$ cat config.mk
export PLATFORM = sky130hd
export DESIGN_NAME = number_to_ascii_formatter_top
export DESIGN_NICKNAME = d
export VERILOG_FILES = /design/src/sv/nta_pkg.sv /design/src/sv/nta_front.sv /design/src/sv/nta_queue.sv /design/src/sv/nta_back.sv /design/src/sv/number_to_ascii_formatter_top.sv
export SDC_FILE = /design/constraint.sdc
export NUM_CORES = 1
export LEC_CHECK = 0
export BUFFER_PORTS_ARGS = -buffer_cell sky130_fd_sc_hd__clkbuf_2
export CORE_MARGIN = 1
export CORE_UTILIZATION = 56
export CTS_BUF_LIST = sky130_fd_sc_hd__clkbuf_4 sky130_fd_sc_hd__clkbuf_8 sky130_fd_sc_hd__clkbuf_16
export DETAILED_ROUTE_END_ITERATION = 12
export PLACE_DENSITY = 0.71
export SYNTH_ARGS = -nofsm -noshare
export SYNTH_HDL_FRONTEND = slang
export SYNTH_SLANG_ARGS = --single-unit
$ cat constraint.sdc
create_clock -name clock -period 14.9 [get_ports clock]
set_clock_uncertainty 0.1 [all_clocks]
set_input_delay 1.49 -clock clock [delete_from_list [all_inputs] [get_ports clock]]
set_output_delay 1.49 -clock clock [all_outputs]
set_load 0.05 [all_outputs]
$ cat src/sv/nta_pkg.sv
// nta_pkg.sv: shared types, codes and helper functions of the number-to-ASCII formatter.
// No dependencies; every other file of the block imports this package.
`default_nettype none

package nta_pkg;

   // Format commands on the request channel
   localparam logic [1:0] CMD_DEC       = 2'd0;
   localparam logic [1:0] CMD_HEX_LOWER = 2'd1;
   localparam logic [1:0] CMD_HEX_UPPER = 2'd2;

   // Job modes, settled by the front end
   localparam logic [1:0] MODE_DEC    = 2'd0;
   localparam logic [1:0] MODE_HEX_LO = 2'd1;
   localparam logic [1:0] MODE_HEX_UP = 2'd2;
   localparam logic [1:0] MODE_ERR    = 2'd3;

   localparam logic [3:0] HEX_MAX_NIBBLES = 4'd8;
   localparam logic [6:0] ASCII_ZERO      = 7'h30;
   localparam logic [6:0] ASCII_LO_A      = 7'h61;
   localparam logic [6:0] ASCII_UP_A      = 7'h41;

   // Digit weights for the decimal sequencer
   localparam logic [31:0] POW10_TAB [0:7] = '{
      32'd1, 32'd10, 32'd100, 32'd1000,
      32'd10000, 32'd100000, 32'd1000000, 32'd10000000
   };

   typedef struct packed {
      logic [1:0]  command;
      logic [31:0] value;
      logic [3:0]  hex_width;
   } req_type;

   typedef struct packed {
      logic [6:0] character;
      logic       last;
      logic       error;
   } rsp_type;

   // One classified number waiting for the back end
   typedef struct packed {
      logic [1:0]  mode;
      logic [31:0] value;
      logic [3:0]  count;
   } job_type;

   function automatic logic [31:0] pow10(input int unsigned n);
      logic [31:0] p;
      p = 32'd1;
      for (int unsigned i = 0; i < n; i++) begin
         p = p * 32'd10;
      end
      return p;
   endfunction

   function automatic logic [6:0] nibble_char(input logic [3:0] nib, input logic upper);
      logic [6:0] c;
      if (nib < 4'd10) begin
         c = ASCII_ZERO + 7'(nib);
      end else begin
         c = (upper ? ASCII_UP_A : ASCII_LO_A) + 7'(nib - 4'd10);
      end
      return c;
   endfunction

endpackage

`default_nettype wire

$ cat src/sv/nta_front.sv
// nta_front.sv: accepts requests and classifies them into jobs (mode, character count).
// Depends on nta_pkg.
`default_nettype none

module nta_front #(
   parameter int unsigned MAX_DIGITS = 8
) (
   input  wire logic             req_valid,
   output logic                  req_ready,
   input  wire nta_pkg::req_type req_data,
   input  wire logic             queue_full,
   output logic                  push,
   output nta_pkg::job_type      job
);
   import nta_pkg::*;

   localparam logic [31:0] DEC_LIMIT = pow10(MAX_DIGITS);

   logic [3:0] dec_count;
   logic [3:0] hex_count;
   logic       too_long;

   assign req_ready = !queue_full;
   assign push      = req_valid && !queue_full;
   assign too_long  = req_data.value >= DEC_LIMIT;

   // Count decimal digits: one plus the number of weights the value reaches
   always_comb begin
      dec_count = 4'd1;
      for (int unsigned k = 1; k < MAX_DIGITS; k++) begin
         if (req_data.value >= pow10(k)) begin
            dec_count = dec_count + 4'd1;
         end
      end
   end

   always_comb begin
      if (req_data.hex_width == 4'd0 || req_data.hex_width > HEX_MAX_NIBBLES) begin
         hex_count = HEX_MAX_NIBBLES;
      end else begin
         hex_count = req_data.hex_width;
      end
   end

   always_comb begin
      job.value = req_data.value;
      unique case (req_data.command)
         CMD_DEC: begin
            job.mode  = too_long ? MODE_ERR : MODE_DEC;
            job.count = too_long ? 4'd1 : dec_count;
         end
         CMD_HEX_LOWER: begin
            job.mode  = MODE_HEX_LO;
            job.count = hex_count;
         end
         default: begin
            job.mode  = MODE_HEX_UP;
            job.count = hex_count;
         end
      endcase
   end

endmodule

`default_nettype wire

$ cat src/sv/nta_queue.sv
// nta_queue.sv: two-entry job queue between the front end and the back end.
// Depends on nta_pkg.
`default_nettype none

module nta_queue (
   input  wire logic             clock,
   input  wire logic             reset,
   input  wire logic             push,
   input  wire nta_pkg::job_type push_job,
   output logic                  full,
   input  wire logic             pop,
   output logic                  head_valid,
   output nta_pkg::job_type      head_job
);
   import nta_pkg::*;

   localparam int unsigned DEPTH = 2;
   localparam int unsigned PTR_W = $clog2(DEPTH);
   localparam int unsigned CNT_W = $clog2(DEPTH + 1);

   job_type             entry_ff [DEPTH];
   logic [PTR_W-1:0]    wr_ptr_ff, wr_ptr_in;
   logic [PTR_W-1:0]    rd_ptr_ff, rd_ptr_in;
   logic [CNT_W-1:0]    fill_ff, fill_in;

   assign full       = fill_ff == CNT_W'(DEPTH);
   assign head_valid = fill_ff != '0;
   assign head_job   = entry_ff[rd_ptr_ff];

   always_comb begin
      wr_ptr_in = wr_ptr_ff;
      rd_ptr_in = rd_ptr_ff;
      fill_in   = fill_ff;
      if (push) begin
         wr_ptr_in = (wr_ptr_ff == PTR_W'(DEPTH - 1)) ? '0 : wr_ptr_ff + 1'b1;
      end
      if (pop) begin
         rd_ptr_in = (rd_ptr_ff == PTR_W'(DEPTH - 1)) ? '0 : rd_ptr_ff + 1'b1;
      end
      if (push && !pop) begin
         fill_in = fill_ff + 1'b1;
      end else if (pop && !push) begin
         fill_in = fill_ff - 1'b1;
      end
   end

   always_ff @(posedge clock) begin
      if (reset) begin
         wr_ptr_ff <= '0;
         rd_ptr_ff <= '0;
         fill_ff   <= '0;
      end else begin
         wr_ptr_ff <= wr_ptr_in;
         rd_ptr_ff <= rd_ptr_in;
         fill_ff   <= fill_in;
      end
   end

   always_ff @(posedge clock) begin
      if (push) begin
         entry_ff[wr_ptr_ff] <= push_job;
      end
   end

endmodule

`default_nettype wire

$ cat src/sv/nta_back.sv
// nta_back.sv: char sequencer; one ASCII char per cycle into an output register unless stalled.
// Depends on nta_pkg.
`default_nettype none

module nta_back #(
   parameter int unsigned MAX_DIGITS = 8
) (
   input  wire logic             clock,
   input  wire logic             reset,
   input  wire logic             head_valid,
   input  wire nta_pkg::job_type head_job,
   output logic                  pop,
   output logic                  rsp_valid,
   input  wire logic             rsp_ready,
   output nta_pkg::rsp_type      rsp_data
);
   import nta_pkg::*;

   // Decimal remainders stay below 10^MAX_DIGITS
   localparam int unsigned DEC_W = $clog2(pow10(MAX_DIGITS));

   logic             busy_ff, busy_in;
   logic [1:0]       mode_ff, mode_in;
   logic [31:0]      val_ff, val_in;
   logic [3:0]       cnt_ff, cnt_in;
   logic             rsp_valid_ff, rsp_valid_in;
   rsp_type          rsp_data_ff, rsp_data_in;

   logic             out_free;
   logic             step;
   logic [3:0]       pos;
   logic [2:0]       idx;
   logic [3:0]       nib;
   logic [DEC_W-1:0] rem;
   logic [DEC_W-1:0] mult;
   logic [DEC_W-1:0] sub;
   logic [3:0]       digit;
   rsp_type          char_data;

   assign out_free  = !rsp_valid_ff || rsp_ready;
   assign step      = busy_ff && out_free;
   assign pos       = cnt_ff - 4'd1;
   assign idx       = pos[2:0];
   assign nib       = val_ff[{idx, 2'b00} +: 4];
   assign rem       = val_ff[DEC_W-1:0];
   assign rsp_valid = rsp_valid_ff;
   assign rsp_data  = rsp_data_ff;

   // Pick the largest multiple of the digit weight that fits the remainder
   always_comb begin
      mult  = '0;
      sub   = '0;
      digit = 4'd0;
      for (int unsigned d = 1; d <= 9; d++) begin
         mult = DEC_W'(POW10_TAB[idx] * 32'(d));
         if (rem >= mult) begin
            sub   = mult;
            digit = 4'(d);
         end
      end
   end

   always_comb begin
      char_data.last  = cnt_ff == 4'd1;
      char_data.error = 1'b0;
      unique case (mode_ff)
         MODE_DEC:    char_data.character = ASCII_ZERO + 7'(digit);
         MODE_HEX_LO: char_data.character = nibble_char(nib, 1'b0);
         MODE_HEX_UP: char_data.character = nibble_char(nib, 1'b1);
         default: begin
            char_data.character = 7'd0;
            char_data.last      = 1'b1;
            char_data.error     = 1'b1;
         end
      endcase
   end

   always_comb begin
      busy_in      = busy_ff;
      mode_in      = mode_ff;
      val_in       = val_ff;
      cnt_in       = cnt_ff;
      rsp_valid_in = rsp_valid_ff && !rsp_ready;
      rsp_data_in  = rsp_data_ff;
      pop          = 1'b0;
      if (step) begin
         rsp_valid_in = 1'b1;
         rsp_data_in  = char_data;
         cnt_in       = cnt_ff - 4'd1;
         if (mode_ff == MODE_DEC) begin
            val_in = 32'(rem - sub);
         end
         if (cnt_ff == 4'd1) begin
            busy_in = 1'b0;
         end
      end else if (!busy_ff && head_valid) begin
         pop     = 1'b1;
         busy_in = 1'b1;
         mode_in = head_job.mode;
         val_in  = head_job.value;
         cnt_in  = head_job.count;
      end
   end

   always_ff @(posedge clock) begin
      if (reset) begin
         busy_ff      <= 1'b0;
         rsp_valid_ff <= 1'b0;
      end else begin
         busy_ff      <= busy_in;
         rsp_valid_ff <= rsp_valid_in;
      end
   end

   always_ff @(posedge clock) begin
      mode_ff     <= mode_in;
      val_ff      <= val_in;
      cnt_ff      <= cnt_in;
      rsp_data_ff <= rsp_data_in;
   end

`ifndef SYNTHESIS
   a_busy_has_count: assert property (@(posedge clock) disable iff (reset)
      busy_ff |-> cnt_ff != 4'd0)
      else $error("sequencer busy with no characters left");

   a_last_ends_job: assert property (@(posedge clock) disable iff (reset)
      step && cnt_ff == 4'd1 |=> !busy_ff)
      else $error("sequencer still busy after the last character");

   a_digit_range: assert property (@(posedge clock) disable iff (reset)
      step && mode_ff == MODE_DEC |-> digit <= 4'd9 && rem - sub < DEC_W'(POW10_TAB[idx]))
      else $error("decimal remainder not below the digit weight");

   a_no_pop_while_busy: assert property (@(posedge clock) disable iff (reset)
      pop |-> !busy_ff && head_valid)
      else $error("job taken while sequencer busy");
`endif

endmodule

`default_nettype wire

$ cat src/sv/number_to_ascii_formatter_top.sv
// number_to_ascii_formatter_top.sv: top level of the number-to-ASCII formatter.
// Depends on nta_pkg, nta_front, nta_queue and nta_back.
//
//   channel | direction | handshake              | payload
//   --------+-----------+------------------------+-----------------------------------
//   req     | in        | req_valid / req_ready  | req_data: command, value, hex_width
//   rsp     | out       | rsp_valid / rsp_ready  | rsp_data: character, last, error
//
// The back-end sequencer loads a job from the queue, then emits its characters one
// per cycle while the output register is free, and loads the next job only after
// the job's last character. A single digit or an error result is one character.
// The front end takes a new transaction whenever the two-entry queue has room, so
// requests keep flowing while the sequencer or the output register is stalled.
// Synchronous reset clears the queue, the sequencer and the output valid.
`default_nettype none

module number_to_ascii_formatter_top #(
   parameter int unsigned MAX_DIGITS = 8
) (
   input  wire logic             clock,
   input  wire logic             reset,
   input  wire logic             req_valid,
   output logic                  req_ready,
   input  wire nta_pkg::req_type req_data,
   output logic                  rsp_valid,
   input  wire logic             rsp_ready,
   output nta_pkg::rsp_type      rsp_data
);
   import nta_pkg::*;

   logic    push;
   logic    queue_full;
   logic    pop;
   logic    head_valid;
   job_type push_job;
   job_type head_job;

   // Classify each transaction: hex width, decimal digit count, overflow
   nta_front #(
      .MAX_DIGITS (MAX_DIGITS)
   ) u_front (
      .req_valid  (req_valid),
      .req_ready  (req_ready),
      .req_data   (req_data),
      .queue_full (queue_full),
      .push       (push),
      .job        (push_job)
   );

   // Hold classified jobs so each side can stall on its own
   nta_queue u_queue (
      .clock      (clock),
      .reset      (reset),
      .push       (push),
      .push_job   (push_job),
      .full       (queue_full),
      .pop        (pop),
      .head_valid (head_valid),
      .head_job   (head_job)
   );

   // Emit characters, most significant first, through the output register
   nta_back #(
      .MAX_DIGITS (MAX_DIGITS)
   ) u_back (
      .clock      (clock),
      .reset      (reset),
      .head_valid (head_valid),
      .head_job   (head_job),
      .pop        (pop),
      .rsp_valid  (rsp_valid),
      .rsp_ready  (rsp_ready),
      .rsp_data   (rsp_data)
   );

endmodule

`default_nettype wire
==> run summary <==
The tools report the overall global routing resource usage as 0.407. The first-pass iteration count of the detailed router is 8. The number of placement rows was 64; the DRC violation count after routing was 0. The standard cell with the maximum stage delay on the critical path was sky130_fd_sc_hd__nor2_1. The number of placed instances, taps included, is 2468. The cell that appears most often on the critical path is sky130_fd_sc_hd__o21ai_0. The first global-routing pass estimated 101 mm of wire. Summing every instance area after synthesis gives 17800 µm². The remaining antenna violation count was 0; the post-layout minimum cycle time was 12.88 ns. The clock drives 130 sinks. The maximum fanout count along the critical path was 29.

TritonCTS built the clock tree. Counting flops with a built-in enable in the synthesized netlist gives 123. The number of top-level pins came out at 53. The die covers 32600 µm². Entering global routing, the biggest net connects 65 pins. The net count of the finished layout is 2460. In the routed layout, each cell is associated on average with a via count of 7.04. Static timing analysis puts the maximum clock frequency at 77.6 MHz.

Clock network latency to the later pin of the worst-skew pair: 0.42 ns. The count of fill cells added during filler insertion was 2659. The residual overflow from global routing came out at 0.

Measured along the y axis, the die boundary spans 180 µm. The number of gates resized after CTS was 0. Buffers inserted to repair hold after CTS numbered 0.

The synthesized-area fraction occupied by xor and xnor cells is 0.0528. The synthesis-to-finish area growth came out at 7.22%. The flow ran to the end, and the final reports show no timing, DRC or antenna violations.

The number of global-route vias before repair is 16900. The slew of the pin with the lowest slew margin works out to 1.13 ns. The multi-input logic area was 13300 µm²; the ratio of final minimum period to clock period was 0.865. Max-slew violation count: 0. The adder-cell area share of the yosys netlist is 0.236. In the layout the commonest cells are 314 x sky130_fd_sc_hd__ha_1, 173 x sky130_fd_sc_hd__nand2_1, 154 x sky130_fd_sc_hd__a21oi_1, 153 x sky130_fd_sc_hd__o21ai_0, 123 x sky130_fd_sc_hd__edfxtp_1. The simple-gate portion of the synthesized area is 0.170, and the worst max-slew margin expressed relative to the limit is 0.244. Via count: 17600.

The worst setup path is captured at a register. The initial DRC count came out at 2147. The finished layout holds 2500 standard cells, fillers aside.

By area, the combinational part of the netlist is dominated by compound AO/OA/AOI/OAI gates. STA classifies the critical path startpoint as a register. The clock input transition at the sequential cells of the worst setup and hold paths came out at 0.06 ns.

The average instance in the mapped netlist occupies 8.65 µm². The tree is rooted in a sky130_fd_sc_hd__clkbuf_16. STA puts the critical path data arrival time at 13.04 ns.

The delay contributed by the slowest stage of the critical path came out at 0.89 ns. The worst setup path is of the reg2reg kind. The logs give 0 for the number of buffers inserted by post-CTS setup repair and 2062 for the gate count after technology mapping. The count of maximum capacitance violations came out at 0. The number of buffers created by CTS is 17. The detailed placer's ending HPWL was 51.6 mm.

The horizontal die dimension is 180 µm, and the register-to-register path setup slack is 2.02 ns. STA puts the critical path data required time at 15.06 ns. The share of synthesized registers carrying an async set or reset came out at 0. Worst hold path class: reg2reg. Summed over all failing endpoints, the final setup total negative slack is 0 ns. The sequential cells in the finished layout cover a total of 3830 µm². During placement, the flow inserted port buffers numbering 52. For this run, the leading register cell type out of synthesis is sky130_fd_sc_hd__edfxtp_1. Share of cells above drive strength 1: 0.0860.

Setup violations remaining at the end of the flow were counted as 0. The proportion of synthesized area in mux cells came out at 0.0378. The library cell used most frequently in the layout, excluding fill and tap cells, is sky130_fd_sc_hd__ha_1. The fraction of the yosys area taken by sequential cells was 0.215; the starting density of the core was 0.576. The number of register bits inferred by synthesis was 130.

The area fraction in compound gates after synthesis is 0.249, and the largest buffer count on any clock path is 2. The hold violation count in the final report is 0, and the final wirelength is 66.7 mm. After detailed routing, the average wire length per cell comes to 26.7 µm.

For the final weighted congestion of routability-driven global placement, the log shows 1.05. The Yosys step of the flow raised 0 warnings. The tools report the number of antenna violations at the first check in global routing as 0. Setup repair after global routing left no endpoint under its margin. The tools report the number of distinct standard cells referenced by the synthesized netlist as 100. The H-tree was split into 4 levels. The number of antenna diodes in the final layout is 0.

The core region is 31000 µm².
==> per-layer routing <==
metal	part of all wire	global-route usage	wire [µm]
met2	0.44	0.656	29600
met1	0.40	0.518	26900
met5	0	0	0
met3	0.089	0.0580	5930
met4	0.063	0.246	4180
==> metrics by stage <==
| stage | hold slack [ns] | cell area (µm²) | worst slack [ns] | utilization |
|---|---|---|---|---|
| 3_3_place_gp | 0.383 | 18500 | 2.57 | 0.598 |
| 6_report | 0.409 | 19100 | 2.02 | 0.617 |
| 4_1_cts | 0.410 | 19100 | 2.23 | 0.617 |
| 3_5_place_dp | 0.394 | 18500 | 2.33 | 0.598 |
| 2_1_floorplan | 0.366 | 17800 | 4.04 | - |
| 5_1_grt | 0.440 | 19100 | 1.27 | 0.617 |
==> synth_stat cells, types with 33 or more instances <==
| cell | n | area, µm² |
|---|---|---|
| sky130_fd_sc_hd__ha_1 | 314 | 3930 |
| sky130_fd_sc_hd__nand2_1 | 173 | 649 |
| sky130_fd_sc_hd__a21oi_1 | 154 | 771 |
| sky130_fd_sc_hd__o21ai_0 | 154 | 771 |
| sky130_fd_sc_hd__edfxtp_1 | 123 | 3690 |
| sky130_fd_sc_hd__nor2_1 | 108 | 405 |
| sky130_fd_sc_hd__inv_1 | 98 | 368 |
| sky130_fd_sc_hd__xnor2_1 | 66 | 578 |
| sky130_fd_sc_hd__nand3_1 | 54 | 270 |
| sky130_fd_sc_hd__a21o_1 | 53 | 398 |
| sky130_fd_sc_hd__clkbuf_1 | 48 | 180 |
| sky130_fd_sc_hd__nand4_1 | 41 | 257 |
| sky130_fd_sc_hd__xor2_1 | 39 | 342 |
| sky130_fd_sc_hd__mux2i_1 | 37 | 370 |
| sky130_fd_sc_hd__nor2b_1 | 35 | 219 |
| sky130_fd_sc_hd__nand2b_1 | 34 | 213 |
| sky130_fd_sc_hd__nor3_1 | 33 | 165 |
==> critical path: cells and delay by family (launching register included) <==
kind	cells	cell delay (ns)
buffers and inverters	6	1.97
and+or+nand+nor	11	3.74
adders and majority gates	6	1.98
DFF	1	0.32
AOI/OAI and AO/OA	19	4.56
==> sequential cells by signal, indices dropped and copies added, names as in the netlist, named ones only <==
| register | flops |
|---|---|
| u_back.rsp_valid | 1 |
| u_back.cnt_ff | 4 |
| u_back.rsp_data | 9 |
| u_queue.wr_ptr_ff | 1 |
| u_back.busy_ff | 1 |
| u_queue.fill_ff | 2 |
| u_back.mode_ff | 2 |
| u_queue.entry_ff | 76 |
| u_back.val_ff | 32 |
| u_queue.rd_ptr_ff | 1 |
==> final timing paths <==
path                                        start           endpoint  cells after the start
worst min-delay path            u_queue.rd_ptr_ff  u_queue.rd_ptr_ff                      2
worst min register to register  u_queue.rd_ptr_ff  u_queue.rd_ptr_ff                      2
worst max-delay path             u_back.cnt_ff[0]  u_back.val_ff[30]                     42
worst max register to register   u_back.cnt_ff[0]  u_back.val_ff[30]                     42
==> cells by family (layout without fill, tap and decap cells) <==
family / after synthesis / count (layout)
AOI/OAI and AO/OA: 668 / 668
buffers and inverters: 178 / 219
DFF: 130 / 130
muxes: 57 / 57
xor gates and xnor gates: 106 / 106
other: 2 / 3
and+or+nand+nor: 592 / 592
adders and majority gates: 329 / 329
==> layout make-up <==
cell class | count | share of cell area
Clock buffer | 19 | 0.0234
Sequential cell | 130 | 0.201
Timing Repair Buffer | 84 | 0.0262
Inverter | 103 | 0.0202
Tap cell | 396 | 0.0259
Clock inverter | 13 | 0.00785
Multi-Input combinational cell | 1755 | 0.696
Power is not shown: default switching activity piles up to over one toggle a cycle in this logic, so the estimate is an artifact.
